$ cat src/design/csvtok_pkg.sv
// Package with shared types, codes and reset constants of the CSV field tokenizer.
`timescale 1ns / 1ps

package csvtok_pkg;

  localparam logic [7:0] DelimReset  = 8'h2c;
  localparam logic [7:0] QuoteReset  = 8'h22;
  localparam logic [7:0] RowEndReset = 8'h0a;

  localparam int unsigned AddrWidth = 4;
  localparam int unsigned DataWidth = 32;

  // Register indexes on the configuration port (byte address / 4).
  typedef enum logic [1:0] {
    REG_DELIM   = 2'd0,
    REG_QUOTE   = 2'd1,
    REG_ROW_END = 2'd2
  } reg_idx_t;

  typedef enum logic [1:0] {
    KIND_BYTE     = 2'd0,
    KIND_CELL     = 2'd1,
    KIND_CELL_ROW = 2'd2,
    KIND_ROW      = 2'd3
  } kind_t;

  // Quote tracking; the unused code is handled as outside quotes.
  typedef enum logic [1:0] {
    QM_OUTSIDE    = 2'd0,
    QM_INSIDE     = 2'd1,
    QM_CLOSE_PEND = 2'd2
  } quote_mode_t;

  typedef struct packed {
    logic [7:0] delim;
    logic [7:0] quote;
    logic [7:0] row_end;
  } cfg_t;

  typedef struct packed {
    logic       valid;
    logic [7:0] data;
    kind_t      kind;
  } res_t;

endpackage

$ cat src/design/csvtok_cfg_regs.sv
// Configuration register file with its APB-style access port.
`timescale 1ns / 1ps

module csvtok_cfg_regs (
  input  logic                               clk,
  input  logic                               rst_n,
  input  logic                               psel,
  input  logic                               penable,
  input  logic                               pwrite,
  input  logic [csvtok_pkg::AddrWidth-1:0]   paddr,
  input  logic [csvtok_pkg::DataWidth-1:0]   pwdata,
  output logic [csvtok_pkg::DataWidth-1:0]   prdata,
  output logic                               pready,
  output csvtok_pkg::cfg_t                   cfg
);

  csvtok_pkg::cfg_t cfg_r;
  logic             wr_en;
  logic [1:0]       idx;

  assign pready = 1'b1;
  assign wr_en  = psel && penable && pwrite;
  assign idx    = paddr[3:2];
  assign cfg    = cfg_r;

  always_ff @(posedge clk) begin
    if (!rst_n) begin
      cfg_r.delim   <= csvtok_pkg::DelimReset;
      cfg_r.quote   <= csvtok_pkg::QuoteReset;
      cfg_r.row_end <= csvtok_pkg::RowEndReset;
    end else if (wr_en) begin
      case (idx)
        csvtok_pkg::REG_DELIM:   cfg_r.delim   <= pwdata[7:0];
        csvtok_pkg::REG_QUOTE:   cfg_r.quote   <= pwdata[7:0];
        csvtok_pkg::REG_ROW_END: cfg_r.row_end <= pwdata[7:0];
        default: ;
      endcase
    end
  end

  always_comb begin
    prdata = '0;
    case (idx)
      csvtok_pkg::REG_DELIM:   prdata[7:0] = cfg_r.delim;
      csvtok_pkg::REG_QUOTE:   prdata[7:0] = cfg_r.quote;
      csvtok_pkg::REG_ROW_END: prdata[7:0] = cfg_r.row_end;
      default:                 prdata      = '0;
    endcase
  end

endmodule

$ cat src/design/csvtok_in_stage.sv
// Input register that holds one accepted word until the tokenizer step consumes it.
`timescale 1ns / 1ps

module csvtok_in_stage (
  input  logic       clk,
  input  logic       rst_n,
  input  logic       in_valid,
  output logic       in_stall,
  input  logic [7:0] in_byte,
  input  logic       in_end_of_stream,
  input  logic       go,
  output logic       hold_valid,
  output logic [7:0] hold_byte,
  output logic       hold_eos
);

  logic       valid_r;
  logic [7:0] byte_r;
  logic       eos_r;
  logic       take;

  // The register frees up in the same cycle its word is consumed.
  assign in_stall   = valid_r && !go;
  assign take       = in_valid && !in_stall;
  assign hold_valid = valid_r;
  assign hold_byte  = byte_r;
  assign hold_eos   = eos_r;

  always_ff @(posedge clk) begin
    if (!rst_n) begin
      valid_r <= 1'b0;
    end else if (take) begin
      valid_r <= 1'b1;
    end else if (go) begin
      valid_r <= 1'b0;
    end
  end

  always_ff @(posedge clk) begin
    if (take) begin
      byte_r <= in_byte;
      eos_r  <= in_end_of_stream;
    end
  end

endmodule

$ cat src/design/csvtok_step.sv
// Tokenizer state and the per-byte rule that turns one word into at most one result.
`timescale 1ns / 1ps

module csvtok_step (
  input  logic                   clk,
  input  logic                   rst_n,
  input  csvtok_pkg::cfg_t       cfg,
  input  logic                   item_valid,
  input  logic [7:0]             item_byte,
  input  logic                   item_eos,
  input  logic                   go,
  output csvtok_pkg::res_t       res
);

  csvtok_pkg::quote_mode_t qm_r, qm_nxt;
  logic cell_start_r, cell_start_nxt;
  logic row_start_r, row_start_nxt;

  logic       plain_delim;
  logic       plain_row;
  logic       is_quote;
  logic       plain;
  logic       quoted_data;

  assign is_quote    = (item_byte == cfg.quote);
  assign plain_delim = (item_byte == cfg.delim);
  assign plain_row   = (item_byte == cfg.row_end);

  // The byte is unquoted text right after a closing quote, or outside quotes
  // unless it opens a quoted cell.
  assign plain = !item_eos &&
                 ((qm_r == csvtok_pkg::QM_CLOSE_PEND) ? !is_quote :
                  ((qm_r != csvtok_pkg::QM_INSIDE) && !(cell_start_r && is_quote)));

  // Content inside quotes, including one quote of a doubled pair.
  assign quoted_data = !item_eos &&
                       (((qm_r == csvtok_pkg::QM_INSIDE) && !is_quote) ||
                        ((qm_r == csvtok_pkg::QM_CLOSE_PEND) && is_quote));

  always_comb begin
    qm_nxt         = qm_r;
    cell_start_nxt = cell_start_r;
    row_start_nxt  = row_start_r;

    if (item_eos) begin
      qm_nxt         = csvtok_pkg::QM_OUTSIDE;
      cell_start_nxt = 1'b1;
      row_start_nxt  = 1'b1;
    end else begin
      case (qm_r)
        csvtok_pkg::QM_INSIDE: begin
          if (is_quote) begin
            qm_nxt = csvtok_pkg::QM_CLOSE_PEND;
          end
        end
        csvtok_pkg::QM_CLOSE_PEND: begin
          if (is_quote) begin
            qm_nxt = csvtok_pkg::QM_INSIDE;
          end else begin
            qm_nxt = csvtok_pkg::QM_OUTSIDE;
          end
        end
        default: begin
          qm_nxt = csvtok_pkg::QM_OUTSIDE;
          if (cell_start_r && is_quote) begin
            qm_nxt         = csvtok_pkg::QM_INSIDE;
            cell_start_nxt = 1'b0;
            row_start_nxt  = 1'b0;
          end
        end
      endcase

      if (plain) begin
        if (plain_delim) begin
          cell_start_nxt = 1'b1;
          row_start_nxt  = 1'b0;
        end else if (plain_row) begin
          cell_start_nxt = 1'b1;
          row_start_nxt  = 1'b1;
        end else begin
          cell_start_nxt = 1'b0;
          row_start_nxt  = 1'b0;
        end
      end
    end
  end

  always_comb begin
    res.valid = 1'b0;
    res.data  = 8'h00;
    res.kind  = csvtok_pkg::KIND_BYTE;

    if (item_eos) begin
      if (!cell_start_r) begin
        res.valid = 1'b1;
        res.kind  = csvtok_pkg::KIND_CELL_ROW;
      end else if (!row_start_r) begin
        res.valid = 1'b1;
        res.kind  = csvtok_pkg::KIND_ROW;
      end
    end else if (plain) begin
      res.valid = 1'b1;
      if (plain_delim) begin
        res.kind = csvtok_pkg::KIND_CELL;
      end else if (plain_row) begin
        res.kind = csvtok_pkg::KIND_CELL_ROW;
      end else begin
        res.data = item_byte;
      end
    end else if (quoted_data) begin
      res.valid = 1'b1;
      res.data  = item_byte;
    end

    if (!item_valid) begin
      res.valid = 1'b0;
    end
  end

  always_ff @(posedge clk) begin
    if (!rst_n) begin
      qm_r         <= csvtok_pkg::QM_OUTSIDE;
      cell_start_r <= 1'b1;
      row_start_r  <= 1'b1;
    end else if (go) begin
      qm_r         <= qm_nxt;
      cell_start_r <= cell_start_nxt;
      row_start_r  <= row_start_nxt;
    end
  end

endmodule

$ cat src/design/csvtok_out_stage.sv
// Result register that presents one word on the output channel until it is taken.
`timescale 1ns / 1ps

module csvtok_out_stage (
  input  logic                   clk,
  input  logic                   rst_n,
  input  csvtok_pkg::res_t       res,
  input  logic                   load,
  output logic                   free,
  output logic                   out_valid,
  input  logic                   out_stall,
  output logic [7:0]             out_byte,
  output logic [1:0]             out_kind
);

  logic       valid_r;
  logic [7:0] byte_r;
  logic [1:0] kind_r;

  // Free when empty or when the waiting word leaves at this edge.
  assign free      = !valid_r || !out_stall;
  assign out_valid = valid_r;
  assign out_byte  = byte_r;
  assign out_kind  = kind_r;

  always_ff @(posedge clk) begin
    if (!rst_n) begin
      valid_r <= 1'b0;
    end else if (load) begin
      valid_r <= 1'b1;
    end else if (!out_stall) begin
      valid_r <= 1'b0;
    end
  end

  always_ff @(posedge clk) begin
    if (load) begin
      byte_r <= res.data;
      kind_r <= res.kind;
    end
  end

endmodule

$ cat src/design/csv_field_tokenizer_unit.sv
// Top level of the CSV field tokenizer: input register, per-byte rule, result register.
// A word accepted into the input register passes through the per-byte rule into the result
//   register, which presents its result; words that yield no result vanish.
// Throughput: one word per cycle while the result channel is not stalled.
// Reset (rst_n low, synchronous) empties both registers, restores the default characters
//   and puts the tokenizer at the start of a cell and a row outside quotes.
`timescale 1ns / 1ps

module csv_field_tokenizer_unit (
  input  logic                               clk,
  input  logic                               rst_n,
  // Input channel: one raw byte, or an end-of-stream flush, per word.
  input  logic                               in_valid,
  output logic                               in_stall,
  input  logic [7:0]                         in_byte,
  input  logic                               in_end_of_stream,
  // Result channel: a content byte or a cell/row mark per word.
  output logic                               out_valid,
  input  logic                               out_stall,
  output logic [7:0]                         out_byte,
  output logic [1:0]                         out_kind,
  // Configuration port.
  input  logic                               psel,
  input  logic                               penable,
  input  logic                               pwrite,
  input  logic [csvtok_pkg::AddrWidth-1:0]   paddr,
  input  logic [csvtok_pkg::DataWidth-1:0]   pwdata,
  output logic [csvtok_pkg::DataWidth-1:0]   prdata,
  output logic                               pready
);

  csvtok_pkg::cfg_t cfg;
  csvtok_pkg::res_t res;

  logic       hold_valid;
  logic [7:0] hold_byte;
  logic       hold_eos;
  logic       out_free;
  logic       go;
  logic       load;

  // The held word advances when the result register can take its result, or at
  // once when it produces none (an opening quote, a first closing quote, an
  // end of stream with nothing open). The tokenizer state moves with it.
  assign go   = hold_valid && (out_free || !res.valid);
  assign load = go && res.valid;

  csvtok_cfg_regs u_cfg (
    .clk     (clk),
    .rst_n   (rst_n),
    .psel    (psel),
    .penable (penable),
    .pwrite  (pwrite),
    .paddr   (paddr),
    .pwdata  (pwdata),
    .prdata  (prdata),
    .pready  (pready),
    .cfg     (cfg)
  );

  csvtok_in_stage u_in (
    .clk              (clk),
    .rst_n            (rst_n),
    .in_valid         (in_valid),
    .in_stall         (in_stall),
    .in_byte          (in_byte),
    .in_end_of_stream (in_end_of_stream),
    .go               (go),
    .hold_valid       (hold_valid),
    .hold_byte        (hold_byte),
    .hold_eos         (hold_eos)
  );

  // Per-byte rule: quote handling first, then delimiter, then row end.
  csvtok_step u_step (
    .clk        (clk),
    .rst_n      (rst_n),
    .cfg        (cfg),
    .item_valid (hold_valid),
    .item_byte  (hold_byte),
    .item_eos   (hold_eos),
    .go         (go),
    .res        (res)
  );

  csvtok_out_stage u_out (
    .clk       (clk),
    .rst_n     (rst_n),
    .res       (res),
    .load      (load),
    .free      (out_free),
    .out_valid (out_valid),
    .out_stall (out_stall),
    .out_byte  (out_byte),
    .out_kind  (out_kind)
  );

endmodule

$ cat config.mk
export PLATFORM = sky130hd
export DESIGN_NAME = csv_field_tokenizer_unit
export DESIGN_NICKNAME = d
export VERILOG_FILES = /design/src/design/csvtok_pkg.sv /design/src/design/csvtok_cfg_regs.sv /design/src/design/csvtok_in_stage.sv /design/src/design/csvtok_step.sv /design/src/design/csvtok_out_stage.sv /design/src/design/csv_field_tokenizer_unit.sv
export SDC_FILE = /design/constraint.sdc
export NUM_CORES = 1
export LEC_CHECK = 0
export BUFFER_PORTS_ARGS = -buffer_cell sky130_fd_sc_hd__buf_4
export CORE_ASPECT_RATIO = 1.5
export CORE_MARGIN = 4
export CORE_UTILIZATION = 30
export DETAILED_ROUTE_END_ITERATION = 7
export GPL_TIMING_DRIVEN = 0
export PLACE_DENSITY_LB_ADDON = 0.08
export SLEW_MARGIN = 20
export SYNTH_ARGS = -nofsm -noshare
export SYNTH_HDL_FRONTEND = slang
export SYNTH_SLANG_ARGS = --single-unit
$ cat constraint.sdc
create_clock -name clk -period 4.2 [get_ports clk]
set_input_delay 1.05 -clock clk [delete_from_list [all_inputs] [get_ports clk]]
set_output_delay 1.05 -clock clk [all_outputs]
set_load 0.03 [all_outputs]
Word level (Yosys, flattened, before mapping)
Index checks and enable logic that the tools add are counted.
W data, S select, Z words.
Storage, ports and cells
  ROM bits: 0
  output and inout port bits: 45
  latch bits: 0
  register bits: 49
  logic and storage cells: 89
  input port bits: 52
  bits in writable memories: 0
  memories kept: 0
Operators by class
  reductions and logical operators: 32
  equal/unequal tests: 11
  div/mod/pow operators: 0
  magnitude comparators: 0
  multiply operators: 0
  $add $sub $neg: 0
  shift-type cells: 0
  mux-type cells: 34
  bitwise logic cells: 0
Operator list (count)
  $eq A8 B8 Y1: 3
  $pmux W8 S3: 1
  $mux W1: 20
  $mux W9: 2
  $mux W2: 8
  $mux W8: 2
  $logic_and A1 B1 Y1: 12
  $logic_not A1 Y1: 8
  $reduce_and A2 Y1: 4
  $eq A2 B1 Y1 const B: 2
  $eq A2 B2 Y1 const B: 2
  $ne A2 B1 Y1 const B: 2
  $pmux W2 S2: 1
  $logic_or A1 B1 Y1: 3
  $ne A3 B1 Y1 const B: 1
  $ne A3 B2 Y1 const B: 1
  $reduce_and A3 Y1: 1
  $reduce_bool A3 Y1: 1
  $logic_not A2 Y1: 1
  $reduce_bool A2 Y1: 1
  $reduce_or A2 Y1: 1

Longest topological paths before layout
  depth after elaboration: 17
  mapped depth: 8
  depth with buffers taken out: 8

Cells and area by module
A second synthesis with hierarchy kept.
Second synthesis, totals
  cells, all modules: 266
  area total of the unflattened synthesis: 2735.1 µm²
By module, submodules not included
  csvtok_cfg_regs: cells each 152, area an instance 1335.0 µm², sequential area each 480.5 µm², times used 1
  csvtok_step: cells each 84, area an instance 728.2 µm², sequential area each 80.1 µm², times used 1
  csvtok_out_stage: cells each 14, area an instance 335.3 µm², sequential area each 320.3 µm², times used 1
  csvtok_in_stage: cells each 13, area an instance 317.8 µm², sequential area each 290.3 µm², times used 1
  csv_field_tokenizer_unit: cells each 3, area an instance 18.8 µm², sequential area each 0.0 µm², times used 1

Worst setup path before layout
Ideal clock, no wire load.
  kind: input port to output port
  start: input port paddr[2] in the netlist's numbering
  end: output port prdata[5] in the netlist's numbering
  stages on the path: 4
  arrival: 2.387 ns
  slack: 0.763 ns
  required time: 3.150 ns
  path buffers: 2
  cells stage by stage: buf_2 -> clkbuf_1 -> mux2i_1 -> o21ai_0
On the way
  cells in the longest elaborated chain, start to end: 2
  elaborated cells on any way between the ends: 4
  those cells by class: eq/ne: 2; mux: 1; reduce/logical: 1
RTL lines
  start: declaration: RTL line csv_field_tokenizer_unit.sv:26  | input logic [csvtok_pkg::AddrWidth-1:0] paddr,
  $eq A2 B2 Y1, or another cell as far along: RTL line csvtok_cfg_regs.sv:43  | case (idx)
  $pmux W8 S3 (*): RTL line csvtok_cfg_regs.sv:43
  end: declaration: RTL line csv_field_tokenizer_unit.sv:28  | output logic [csvtok_pkg::DataWidth-1:0] prdata,
Every way passes the cells marked *; elsewhere a longest branch is shown, timed or not.

Worst setup path in the final report
  start: input port paddr[3] in the netlist's numbering
  end: output port prdata[3] in the netlist's numbering
Same word-level chain as after synthesis.

==> summary.md <==
| Metric | Value |
|---|---|
| Worst path cell trace | buf_4, clkbuf_1, nor2b_1, clkbuf_1, nand2_1, o21ai_0, buf_4 |
| Row count | between 40 and 50 |
| Register area share after synthesis | between 40% and 50% |
| Post-CTS sizing | 0 |
| Hold slack | between 0.4 and 0.5 ns |
| Die Area | between 0.01 and 0.015 sq mm |
| Initial Util | a little under a third |
| Die Wd | about 85 um |
| CTS max path bufs | 2 |
| Post-Synth Simple-Gate Area | approximately 18% |
| VDD IR-drop max | about 0.00025 V |
| Ports | 97 |
| Measured slew at the worst slew-check pin | between 1 and 1.5 ns |
| Final Critical Period | around 3.5 ns |
| Setup TNS | 0 ns |
| Leading area contributor after synthesis | dfxtp_1 |
| Setup bufs post-CTS | 0 |
| Layout cell share with drive strength beyond 1 | between 20% and 30% |
| Crit-path slowest cell | clkbuf_1 |
| Post-synth top area share | 22.3% |
| WP data required | between 3 and 4 ns |
| Status | complete, no violations |
| Fmax | roughly 0.28 GHz |
| Worst skew pair latency | between 0.2 and 0.3 ns |
| Async SR Flop Fraction | 0% |
| Initial antenna violation count | 0 |
| CTS Hold Bufs | 0 |
| Vias | 1998 |
| Core ar. | ~0.009 sq mm |
| DRT antenna net count | 0 |
| WL final | ~6600 um |
| Top cells by area, synth | dfxtp_1 22%, edfxtp_1 21%, mux2i_1 9.3% |
| RSZ-0062 raised after global routing | no |
| Delay-heaviest family, CP | buffers and inverters |
| Number of flops mapped to enable cells by yosys | 19 |
| Critical Path Sink Type | output port |
| Post-Synth XOR/XNOR Area | 8.08% |
| DP Cell Count | about 450 |
| Mapped Avg Cell Area | between 10 and 15 sq um |
| Detail Placement HPWL | about 5200 um |
| Clk slew on worst S/H paths | roughly 0.06 ns |
| Post-layout net count | 398 |
| Fin. Hold Viols | 0 |
| Port-buffer cells | 45 |
| Max Slew Vio Count | 0 |
| Die Height | 124 um |
| Mapped Area | about 0.0027 sq mm |
| # setup viols final | 0 |
| Post-synthesis compound-gate area fraction | 10.2% |
| Post-route DRC violation count | 0 |
| DR vias/cell | around 4.4 |
| Clock Sinks | between 40 and 50 |
| Synth Instances | between 200 and 300 |
| Clock Skew | 0.00682 ns |
| First DRT Iteration DRCs | 52 |
| Ys Warns | 0 |
| Remaining global-route overflow | 0 |
| Gp weighted congestion | just under 0.8 |
| Count of different cell masters after synthesis | 45 |
| Number of synthesized register bits | 49 |
| Area grow syn2layout | 26.1% |
| Final cell count without fillers | 454 |
| Largest family of logic cells by synthesized area | simple AND/OR/NAND/NOR gates |
| Htree depth | 2 |
| Largest net degree at the start of global routing | 16 |
| Drt wl/cell | between 10 and 15 um |
| GRT Total Usage | between 10% and 20% |
| Pwr dens | around 320 mW/mm^2 |
| CTS buffer count | 5 |
| Critical path class | in -> out |
| Max_slew headroom | between 30% and 40% |
| Most used flip-flop cell after synthesis | dfxtp_1 |
| CTS Root Cell | clkbuf_16 |
| Final period utilization | between 80% and 90% |
| Slowest cell delay on critical path | between 0.3 and 0.4 ns |
| First-pass GRT wire length | 10300 um |
| Hold Crit Class | reg -> reg |
| Worst setup SP type | input port |
| Worst Path Max Fanout | 10 |
| Crit path buf inv count | 4 |
| Diodes inserted | 0 |
| Adder-Cell Fraction of Synth Area | approximately 1.4% |
| Vias in the first global route | ~2000 |
| Worst endpoint data arrival time | around 2.5 ns |
| 1st-pass router iterations | 4 |
| CTS tree | yes |
| Post-synthesis mux area share | between 9 and 10% |
| Max cap viols | 0 |
| P_leak | ~1.4 nW |
[metal layers]
layer / share of wire, % / vias to the layer above / global-route usage [%]
li1: - / 1018 / -
met1: 36 / 927 / 13.2
met2: 57 / 43 / 24.8
met3: 4.1 / 10 / 2.65
met4: 2.4 / 0 / 5.45
met5: 0 / - / 0
[Yosys cell counts, types with 5 or more instances]
library cell / n
nand2_1: 29
xnor2_1: 7
buf_4: 25
nor2b_1: 15
clkbuf_1: 5
xor2_1: 16
dfxtp_1: 30
nand3_1: 14
buf_2: 5
a21boi_0: 7
edfxtp_1: 19
o21ai_0: 9
mux2i_1: 25
and2_1: 9
nor2_1: 8
[sequential cells by signal (all words and copies together), names as in the netlist]
signal,flops
u_cfg.cfg,24
u_step.row_start_r,1
u_out.out_kind,2
u_out.out_valid,1
u_out.out_byte,8
u_step.cell_start_r,1
u_in.hold_byte,8
u_in.hold_eos,1
u_step.qm_r,2
u_in.hold_valid,1
[worst reg2reg max path, cell delays in order, from the launching register on]
cell and delay, ns:
edfxtp_1 0.47, xnor2_1 0.30, nand4_2 0.19, nor2_1 0.23, a21o_1 0.19, nor2_1 0.09, nor2b_1 0.63
[logic make-up after synthesis]
| group | count (synthesis) |
|---|---|
| compound gates | 36 |
| xor+xnor | 24 |
| fa+ha+maj | 3 |
| buf+inv | 39 |
| flops | 49 |
| mux | 25 |
| other cells | 2 |
| simple gates | 90 |
[report_power, final]
group	switching, mW	internal (mW)
clock	0.180	0.223
combinational	0.100	0.0703
sequential	0.0135	0.510
[cell type report]
| cell class | instances | area (sq um) |
|---|---|---|
| inverters | 3 | 11.3 |
| flip-flops and latches | 49 | 1170 |
| well taps | 110 | 138 |
| plain buffers | 36 | 243 |
| clock buffers | 6 | 129 |
| clock inverters | 2 | 13.8 |
| fillers | 911 | 5380 |
| repair buffers | 45 | 338 |
| multi-input cells | 203 | 1360 |
[worst paths after layout]
path	cells after the start	endpoint	startpoint	slack, ns
max	7	prdata[3]	paddr[3]	0.67
min	2	u_cfg.cfg[11]	u_cfg.cfg[11]	0.49
max reg2reg	6	u_in.hold_byte[0]	u_in.hold_byte[6]	1.73
min reg2reg	2	u_cfg.cfg[11]	u_cfg.cfg[11]	0.49
[stage by stage]
step | utilization, % | worst slack (ns) | instance area [sq um] | power, mW
floorplan | - | 0.763 | 2780 | 0.651
global placement | 37.1 | 0.652 | 3260 | 0.707
detailed placement | 37.1 | 0.645 | 3260 | 0.707
CTS | 38.7 | 0.636 | 3400 | 1.11
global route | 38.7 | 0.439 | 3400 | 1.14
finish | 38.7 | 0.672 | 3400 | 1.10
[layout by cell type (no fill, tap or decap), types with 2 or more instances in the layout]
cell / Yosys / routed
a32o_1: 2 / 2
xor2_1: 16 / 16
xnor2_1: 7 / 7
a21o_1: 2 / 2
and2_1: 9 / 9
conb_1: 2 / 25
buf_4: 25 / 70
a21boi_0: 7 / 7
edfxtp_1: 19 / 19
o21ai_0: 9 / 9
nor2_1: 8 / 8
nor2b_1: 15 / 15
o22a_1: 2 / 2
nor4_1: 4 / 4
ha_1: 3 / 3
a21oi_1: 2 / 2
nor3_1: 2 / 2
o21a_1: 2 / 2
clkbuf_16: 0 / 5
buf_2: 5 / 5
nor3b_1: 2 / 2
nand3_1: 14 / 14
mux2i_1: 25 / 25
inv_1: 3 / 3
dfxtp_1: 30 / 30
clkbuf_1: 5 / 6
nand2_1: 29 / 29
Power figures use the tool's default switching activity.
